$ cat config.mk
export PLATFORM = sky130hd
export DESIGN_NAME = cube_map_face_texel_address_top
export DESIGN_NICKNAME = d
export VERILOG_FILES = /design/src/hw/rtl/cmfta_pkg.sv /design/src/hw/rtl/cube_map_face_texel_address_top.sv
export SDC_FILE = /design/constraint.sdc
export NUM_CORES = 2
export LEC_CHECK = 0
export BUFFER_PORTS_ARGS = -buffer_cell sky130_fd_sc_hd__buf_2
export CORE_MARGIN = 10
export CORE_UTILIZATION = 49
export CTS_CLUSTER_SIZE = 24
export DETAILED_ROUTE_END_ITERATION = 8
export PLACE_DENSITY = 0.67
export SYNTH_ARGS = -nofsm -noshare
export SYNTH_HDL_FRONTEND = slang
export SYNTH_SLANG_ARGS = --single-unit
$ cat constraint.sdc
create_clock -name clk -period 10 [get_ports clk]
set_input_delay 1 -clock clk [delete_from_list [all_inputs] [get_ports clk]]
set_output_delay 1 -clock clk [all_outputs]
set_load 0.02 [all_outputs]
$ cat src/hw/rtl/cmfta_pkg.sv
// ----------------------------------------------------------------------------
// cmfta_pkg
// Shared types, constants and the divider step for the cube map texel address
// pipeline.
// ----------------------------------------------------------------------------
package cmfta_pkg;

  localparam int FRAC_BITS    = 16;
  localparam int QW           = FRAC_BITS + 1;   // quotient 0..2^F
  localparam int NW           = 17;              // numerator / divisor width
  localparam int DIV_STAGES   = QW;              // one quotient bit per stage
  localparam int SIZE_W       = 13;
  localparam int TEXEL_W      = 12;
  localparam int PROD_W       = QW + TEXEL_W;
  localparam logic [SIZE_W-1:0] MAX_FACE_SIZE  = 13'd4096;
  localparam logic [SIZE_W-1:0] FACE_SIZE_RST  = 13'd256;
  localparam logic [QW-1:0]     COORD_ONE      = 17'h10000;

  // face codes
  localparam logic [2:0] FACE_FRONT  = 3'd0;
  localparam logic [2:0] FACE_BACK   = 3'd1;
  localparam logic [2:0] FACE_LEFT   = 3'd2;
  localparam logic [2:0] FACE_RIGHT  = 3'd3;
  localparam logic [2:0] FACE_TOP    = 3'd4;
  localparam logic [2:0] FACE_BOTTOM = 3'd5;

  // one divider pipeline slot
  typedef struct packed {
    logic [2:0]    face;
    logic          zero;
    logic [NW-1:0] d;     // 2 * major magnitude
    logic [NW-1:0] ru;    // partial remainders
    logic [NW-1:0] rv;
    logic [QW-1:0] qu;    // quotient bits so far
    logic [QW-1:0] qv;
  } div_slot_t;

  typedef struct packed {
    logic              bit_q;
    logic [NW-1:0]     rem;
  } step_t;

  // restoring division step; the first step has no shift
  function automatic step_t div_step(logic [NW-1:0] r, logic [NW-1:0] d, logic first);
    logic [NW:0] rs;
    logic [NW:0] diff;
    step_t       res;
    rs   = first ? {1'b0, r} : {r, 1'b0};
    diff = rs - {1'b0, d};
    if (rs >= {1'b0, d}) begin
      res.bit_q = 1'b1;
      res.rem   = diff[NW-1:0];
    end else begin
      res.bit_q = 1'b0;
      res.rem   = rs[NW-1:0];
    end
    return res;
  endfunction

endpackage

$ cat src/hw/rtl/cube_map_face_texel_address_top.sv
// ----------------------------------------------------------------------------
// cube_map_face_texel_address_top
// Cube face selection and texel column/row from a Q1.15 direction vector.
// ----------------------------------------------------------------------------
// Channel | Direction | Handshake            | Payload
// in      | input     | in_valid / in_ready  | dir_x, dir_y, dir_z
// out     | output    | out_valid / out_ready| face_index, texel_column, texel_row,
//         |           |                      | zero_vector
// cfg     | input     | cfg_we               | cfg_data (face size)
//
// One request per cycle sustained while the output is not stalled. Stages: a
// select stage, 17 restoring divider stages (one quotient bit each), a
// multiply stage and the output register. Synchronous active-low reset clears
// valids and face size (256). Each stage loads when empty or when the next one
// moves, so bubbles are squeezed out during an output stall.
// ----------------------------------------------------------------------------
module cube_map_face_texel_address_top (
  input  logic                        clk,
  input  logic                        rst_n,
  input  logic                        in_valid,
  output logic                        in_ready,
  input  logic signed [15:0]          in_dir_x,
  input  logic signed [15:0]          in_dir_y,
  input  logic signed [15:0]          in_dir_z,
  output logic                        out_valid,
  input  logic                        out_ready,
  output logic [2:0]                  out_face_index,
  output logic [11:0]                 out_texel_column,
  output logic [11:0]                 out_texel_row,
  output logic                        out_zero_vector,
  input  logic                        cfg_we,
  input  logic [12:0]                 cfg_data
);

  localparam int NS  = cmfta_pkg::DIV_STAGES;   // divider stages 1..NS
  localparam int MS  = NS + 1;                  // multiply stage
  localparam int OS  = NS + 2;                  // output stage

  logic [cmfta_pkg::SIZE_W-1:0] face_size_r;
  logic [OS:0]                  vld_r;
  logic [OS:0]                  ld;

  cmfta_pkg::div_slot_t st_r [0:NS];
  cmfta_pkg::div_slot_t st_nxt [0:NS];
  cmfta_pkg::div_slot_t sel_nxt;

  // configuration register
  always_ff @(posedge clk) begin
    if (!rst_n) begin
      face_size_r <= cmfta_pkg::FACE_SIZE_RST;
    end else if (cfg_we) begin
      face_size_r <= cfg_data;
    end
  end

  // load enables, from the output back
  always_comb begin
    ld[OS] = !vld_r[OS] || out_ready;
    for (int i = OS - 1; i >= 0; i--) begin
      ld[i] = !vld_r[i] || ld[i+1];
    end
  end

  assign in_ready = ld[0];

  always_ff @(posedge clk) begin
    if (!rst_n) begin
      vld_r <= '0;
    end else begin
      if (ld[0]) vld_r[0] <= in_valid;
      for (int i = 1; i <= OS; i++) begin
        if (ld[i]) vld_r[i] <= vld_r[i-1];
      end
    end
  end

  // stage 0: major axis, orientation, numerators
  logic signed [16:0] ex, ey, ez, ax, ay, az, m, a, b;
  logic signed [17:0] nu, nv;
  logic [2:0]         face_sel;

  always_comb begin
    ex = 17'(in_dir_x);
    ey = 17'(in_dir_y);
    ez = 17'(in_dir_z);
    ax = ex[16] ? -ex : ex;
    ay = ey[16] ? -ey : ey;
    az = ez[16] ? -ez : ez;
    if (ax >= ay && ax >= az) begin
      m = ax;
      b = ez;
      if (ex[16]) begin
        face_sel = cmfta_pkg::FACE_LEFT;
        a        = ey;
      end else begin
        face_sel = cmfta_pkg::FACE_RIGHT;
        a        = -ey;
      end
    end else if (ay >= ax && ay >= az) begin
      m = ay;
      b = ez;
      if (ey > 17'sd0) begin
        face_sel = cmfta_pkg::FACE_BACK;
        a        = ex;
      end else begin
        face_sel = cmfta_pkg::FACE_FRONT;
        a        = -ex;
      end
    end else begin
      m = az;
      a = ex;
      if (ez[16]) begin
        face_sel = cmfta_pkg::FACE_BOTTOM;
        b        = ey;
      end else begin
        face_sel = cmfta_pkg::FACE_TOP;
        b        = -ey;
      end
    end
    nu = 18'(a) + 18'(m);
    nv = 18'(b) + 18'(m);
    sel_nxt.face = face_sel;
    sel_nxt.zero = (m == 17'sd0);
    sel_nxt.d    = {m[15:0], 1'b0};
    sel_nxt.ru   = nu[16:0];
    sel_nxt.rv   = nv[16:0];
    sel_nxt.qu   = '0;
    sel_nxt.qv   = '0;
  end

  // divider stages: one quotient bit per stage for u and v
  always_comb begin
    cmfta_pkg::step_t su, sv;
    st_nxt[0] = sel_nxt;
    for (int k = 1; k <= NS; k++) begin
      su = cmfta_pkg::div_step(st_r[k-1].ru, st_r[k-1].d, k == 1);
      sv = cmfta_pkg::div_step(st_r[k-1].rv, st_r[k-1].d, k == 1);
      st_nxt[k]    = st_r[k-1];
      st_nxt[k].ru = su.rem;
      st_nxt[k].rv = sv.rem;
      st_nxt[k].qu = {st_r[k-1].qu[cmfta_pkg::QW-2:0], su.bit_q};
      st_nxt[k].qv = {st_r[k-1].qv[cmfta_pkg::QW-2:0], sv.bit_q};
    end
  end

  always_ff @(posedge clk) begin
    for (int k = 0; k <= NS; k++) begin
      if (ld[k]) st_r[k] <= st_nxt[k];
    end
  end

  // multiply stage: scale by face size minus one
  logic [cmfta_pkg::TEXEL_W-1:0] s1;
  logic [cmfta_pkg::SIZE_W-1:0]  s_clip;
  logic [cmfta_pkg::QW-1:0]      vinv;
  logic [cmfta_pkg::PROD_W-1:0]  pu_r, pv_r;
  logic [2:0]                    mface_r;
  logic                          mzero_r;

  always_comb begin
    if (face_size_r == '0) s_clip = 13'd1;
    else if (face_size_r > cmfta_pkg::MAX_FACE_SIZE) s_clip = cmfta_pkg::MAX_FACE_SIZE;
    else s_clip = face_size_r;
    s1   = cmfta_pkg::TEXEL_W'(s_clip - 13'd1);
    vinv = cmfta_pkg::COORD_ONE - st_r[NS].qv;
  end

  always_ff @(posedge clk) begin
    if (ld[MS]) begin
      pu_r    <= cmfta_pkg::PROD_W'(st_r[NS].qu) * cmfta_pkg::PROD_W'(s1);
      pv_r    <= cmfta_pkg::PROD_W'(vinv) * cmfta_pkg::PROD_W'(s1);
      mface_r <= st_r[NS].face;
      mzero_r <= st_r[NS].zero;
    end
  end

  // output register (product < 2^28, so no saturation is reached)
  always_ff @(posedge clk) begin
    if (ld[OS]) begin
      out_face_index   <= mface_r;
      out_zero_vector  <= mzero_r;
      out_texel_column <= mzero_r ? '0
                          : pu_r[cmfta_pkg::FRAC_BITS +: cmfta_pkg::TEXEL_W];
      out_texel_row    <= mzero_r ? '0
                          : pv_r[cmfta_pkg::FRAC_BITS +: cmfta_pkg::TEXEL_W];
    end
  end

  assign out_valid = vld_r[OS];

`ifndef SYNTHESIS
  // a result never names a face outside 0..5
  a_face_range: assert property (@(posedge clk) disable iff (!rst_n)
    out_valid |-> (out_face_index <= cmfta_pkg::FACE_BOTTOM))
    else $error("face index out of range");

  // zero vector gives zero coordinates on the right face
  a_zero_out: assert property (@(posedge clk) disable iff (!rst_n)
    (out_valid && out_zero_vector) |->
      (out_texel_column == '0 && out_texel_row == '0
       && out_face_index == cmfta_pkg::FACE_RIGHT))
    else $error("zero vector result malformed");

  // an empty output register never blocks the input
  a_no_false_stall: assert property (@(posedge clk) disable iff (!rst_n)
    !out_valid |-> in_ready)
    else $error("input stalled with empty output");

  // a stalled result holds its payload
  a_hold: assert property (@(posedge clk) disable iff (!rst_n)
    (out_valid && !out_ready) |=> (out_valid && $stable(out_texel_column)
                                   && $stable(out_texel_row)))
    else $error("stalled result changed");
`endif

endmodule
==> impl_metrics.prom <==
# TYPE chip_impl_metric gauge
chip_impl_info{name="run_status",value="finished clean"} 1
chip_impl_metric{name="rows",unit=""} 152
chip_impl_metric{name="synth_edf_count",unit=""} 1254
chip_impl_metric{name="ioPinCount",unit=""} 96
chip_impl_metric{name="die-width",unit="um"} 436.8
chip_impl_metric{name="drive_above_1_share",unit="%"} 9.709
chip_impl_info{name="worst_hold_check_path_type",value="register to register"} 1
chip_impl_metric{name="synth.yosys.seq_area_share",unit="%"} 45.01
chip_impl_metric{name="arrival_worst_endpoint",unit="ns"} 9.20
chip_impl_metric{name="design.core.area",unit="sq mm"} 0.1721
chip_impl_metric{name="worst_pin_slew",unit="ns"} 1.275
chip_impl_metric{name="synthesized_cell_area",unit="sq mm"} 0.08513
chip_impl_metric{name="final-setup-viol-count",unit=""} 0
chip_impl_metric{name="grt_overflow",unit=""} 0
chip_impl_metric{name="grt_start_max_net_pins",unit=""} 72
chip_impl_info{name="root_buffer",value="sky130_fd_sc_hd__clkbuf_16"} 1
chip_impl_metric{name="io_buffer_count",unit=""} 95
chip_impl_metric{name="grt_use_met3",unit="%"} 3.032
chip_impl_metric{name="number_of_buffers_inserted_during_clock_tree_synthesis",unit=""} 143
chip_impl_info{name="synth.most_common_cell",value="sky130_fd_sc_hd__edfxtp_1"} 1
chip_impl_metric{name="globalRouteTotalUtil",unit="%"} 20.51
chip_impl_info{name="synthDominantAreaCellType",value="sky130_fd_sc_hd__edfxtp_1"} 1
chip_impl_metric{name="cts.reportedPaths.clkPinSlew",unit="ns"} 0.06
chip_impl_metric{name="timing.critical_path.slowest_cell_delay",unit="ns"} 1.04
chip_impl_metric{name="yosys.area.top_type_share",unit="%"} 44.23
chip_impl_metric{name="viasPerCell",unit=""} 5.518
chip_impl_info{name="crit_path_end_kind",value="register"} 1
chip_impl_metric{name="layout.nets",unit=""} 8982
chip_impl_metric{name="avgSynthCellArea",unit="sq um"} 11.06
chip_impl_info{name="timing.critical_path.max_delay_family",value="compound AO/OA/AOI/OAI gates"} 1
chip_impl_info{name="worst_hold_endpoint",value="st_r[12][26]"} 1
chip_impl_info{name="crit_path_cell_trace",value="nor3_1 -> a41oi_2 -> o21ai_0 -> nor3_1 -> o32ai_4 -> and2_1 -> fa_1 -> fa_1 -> fa_1 -> fa_1 -> inv_1 -> fa_1 -> inv_1 -> ha_1 -> a211oi_1 -> nand2_1 -> a2111oi_0 -> a31oi_1 -> a211oi_1 -> o31ai_1 -> o21ai_0 -> nand2b_1 -> a21oi_1 -> xnor2_1"} 1
chip_impl_metric{name="ys_types",unit=""} 84
chip_impl_info{name="crit_path_start_kind",value="register"} 1
chip_impl_metric{name="number_of_antenna_violations_at_the_first_check_in_global_routing",unit=""} 3
chip_impl_metric{name="ys_ff_latch",unit=""} 1287
chip_impl_metric{name="num_antenna_cells",unit=""} 0
chip_impl_metric{name="htree_num_levels",unit=""} 4
chip_impl_metric{name="vertical_extent_of_the_die",unit="um"} 436.8
chip_impl_metric{name="drv.max_cap_violation_count",unit=""} 0
chip_impl_metric{name="fmaxAchievable",unit="GHz"} 0.1153
chip_impl_metric{name="layout_area_overhead",unit="%"} 9.738
chip_impl_metric{name="max-slew-margin-rel",unit="%"} 15.00
chip_impl_info{name="tritoncts",value="yes"} 1
chip_impl_info{name="grt_setup_unrepaired",value="no"} 1
chip_impl_metric{name="cts_resized",unit=""} 0
chip_impl_metric{name="post_cts_hold_buffer_count",unit=""} 0
chip_impl_metric{name="fin_crit_sh",unit="%"} 86.72
chip_impl_metric{name="final.fill_count",unit=""} 14610
chip_impl_metric{name="syn_inst",unit=""} 7698
chip_impl_info{name="synth-main-ff-cell",value="sky130_fd_sc_hd__edfxtp_1"} 1
chip_impl_metric{name="cts_num_sinks",unit=""} 1287
chip_impl_metric{name="synth_warnings",unit=""} 0
chip_impl_metric{name="report.final.hold_viol_count",unit=""} 0
chip_impl_info{name="synth_top_cells_by_count",value="1254 x sky130_fd_sc_hd__edfxtp_1, 917 x sky130_fd_sc_hd__inv_1, 755 x sky130_fd_sc_hd__ha_1, 604 x sky130_fd_sc_hd__nand2_1, 472 x sky130_fd_sc_hd__nor2_1"} 1
chip_impl_info{name="hp-start",value="st_r[11][25]"} 1
chip_impl_metric{name="regToRegSetupSlack",unit="ns"} 1.33
chip_impl_metric{name="grt_pass1_wl",unit="um"} 315500
chip_impl_metric{name="first_global_vias",unit=""} 57290
chip_impl_metric{name="clk-insertion-delay-late",unit="ns"} 0.79
chip_impl_info{name="slowest_stage_cell_on_the_critical_path",value="sky130_fd_sc_hd__o32ai_4"} 1
chip_impl_metric{name="grt_util_met2",unit="%"} 34.78
chip_impl_metric{name="initialDrtViolationCount",unit=""} 3836
chip_impl_metric{name="post_drt_wl_per_cell",unit="um"} 19.39
chip_impl_metric{name="cts_post_setup_buffers_inserted",unit=""} 0
chip_impl_metric{name="critPathRequiredTime",unit="ns"} 10.53
chip_impl_metric{name="synth-async-reset-ratio",unit="%"} 0
chip_impl_info{name="worst_path_most_repeated_cell",value="sky130_fd_sc_hd__fa_1"} 1
chip_impl_info{name="busiest_layer",value="met2"} 1
chip_impl_metric{name="met1_routing_resource_usage_after_global_routing",unit="%"} 27.23
chip_impl_metric{name="ant_nets",unit=""} 0
chip_impl_info{name="regToRegEndpoint",value="pu_r[27]"} 1
chip_impl_metric{name="dp.final_hpwl",unit="um"} 156400
chip_impl_metric{name="floorplan.die_area",unit="sq mm"} 0.1908
chip_impl_metric{name="critical_path_peak_fanout",unit=""} 26
chip_impl_metric{name="timing.final.max_slew_violations",unit=""} 0
chip_impl_info{name="setup_cp_type",value="register to register"} 1
chip_impl_metric{name="worst_hold_path.num_cells",unit=""} 0
chip_impl_metric{name="cell_count_of_the_worst_reg_to_reg_path",unit=""} 24
chip_impl_metric{name="drtPass1Iterations",unit=""} 8
chip_impl_metric{name="layout_min_cycle_time",unit="ns"} 8.672
chip_impl_metric{name="gpl.final_weighted_congestion",unit=""} 0.9201
chip_impl_metric{name="clockBufferDepth",unit=""} 3
chip_impl_metric{name="setup-tns-final",unit="ns"} 0
chip_impl_metric{name="timing.clock.skew",unit="ns"} 0.04010
chip_impl_metric{name="initial_core_util",unit="%"} 49.46
chip_impl_metric{name="finalWirelength",unit="um"} 198900
chip_impl_metric{name="cp_num_buf_inv",unit=""} 2
chip_impl_metric{name="remaining_design_rule_violation_count",unit=""} 0
chip_impl_metric{name="num_vias",unit=""} 56620
chip_impl_info{name="worst_r2r_startpoint",value="face_size_r[2]"} 1
chip_impl_info{name="netlist_top_cells_area",value="sky130_fd_sc_hd__edfxtp_1 44%, sky130_fd_sc_hd__ha_1 11%, sky130_fd_sc_hd__fa_1 7.8%"} 1
## layer usage
metal  vias up  part of all wire [%]
met5         -                     0
met4         0                   2.8
met3       307                   4.8
met2      1311                    48
met1     27580                    44
li1      27420                     -
## worst max-delay path by stage
| stage | start | endpoint | slack [ns] | cells after the start |
|---|---|---|---|---|
| after global placement | in_dir_x[0] | st_r[0][49] | 1.14 | 29 |
| final | face_size_r[2] | pu_r[27] | 1.33 | 24 |
| after detailed placement | in_dir_x[0] | st_r[0][50] | 1.13 | 30 |
| after CTS | face_size_r[12] | pu_r[27] | 1.29 | 24 |
| after global routing | face_size_r[12] | pu_r[27] | 0.76 | 24 |
| after floorplan | in_dir_y[0] | st_r[0][50] | 2.03 | 31 |
## final cells by class
class	count	area, sq um	share of cell area [%]
clock buffer	175	3739	4.002
clock inverter	90	1185	1.268
inverter	917	3445	3.687
multi-input combinational	5312	42810	45.82
sequential	1287	38320	41.01
tap	2310	2890	3.094
timing repair buffer	170	1039	1.112
## through the flow
stage               hold WS [ns]  instance area [sq um]  setup WS (ns)  std cells  util [%]
CTS                       0.3891                  93420          1.290      10260     54.28
global route              0.4113                  93420         0.7632      10260     54.28
floorplan                 0.4003                  85140          2.025       7699         -
global placement          0.4002                  88500          1.144       9996     51.42
detailed placement        0.4045                  88500          1.133       9996     51.42
finish                    0.4088                  93420          1.328      10260     54.28
## cells in the final DEF, fill, tap and decap left out, types with 98 or more instances in the layout
cell / instances
sky130_fd_sc_hd__a21oi_1: 329
sky130_fd_sc_hd__and2_1: 166
sky130_fd_sc_hd__clkbuf_16: 143
sky130_fd_sc_hd__edfxtp_1: 1254
sky130_fd_sc_hd__fa_1: 330
sky130_fd_sc_hd__ha_1: 755
sky130_fd_sc_hd__inv_1: 908
sky130_fd_sc_hd__mux2_2: 310
sky130_fd_sc_hd__nand2_1: 597
sky130_fd_sc_hd__nand3_1: 134
sky130_fd_sc_hd__nand4_1: 98
sky130_fd_sc_hd__nor2_1: 470
sky130_fd_sc_hd__nor2b_1: 172
sky130_fd_sc_hd__nor3_1: 182
sky130_fd_sc_hd__o21ai_0: 292
sky130_fd_sc_hd__or3_1: 99
sky130_fd_sc_hd__xnor2_1: 351
sky130_fd_sc_hd__xor2_1: 153
## cells by family after synthesis
| family | count (synthesis) | synth area share [%] |
|---|---|---|
| multiplexers | 375 | 4.878 |
| AND/OR/NAND/NOR | 2141 | 12.20 |
| AO/OA/AOI/OAI | 1202 | 8.950 |
| buffers and inverters | 1100 | 4.874 |
| XOR/XNOR | 507 | 5.225 |
| adder cells (fa/ha/maj) | 1085 | 18.86 |
| flip-flops | 1287 | 45.01 |
| other | 1 | 0.004405 |
## registers in the layout, indices dropped and copies added, names as in the netlist
name,cells
face_size_r,13
pv_r,12
mface_r,3
out_texel_row,12
mzero_r,1
out_face_index,3
pu_r,12
out_zero_vector,1
out_texel_column,12
vld_r,20
st_r,1198
Power is left out: the tool's default activity adds up to more than one toggle a clock period on the data nets, which glitch-free logic cannot reach.
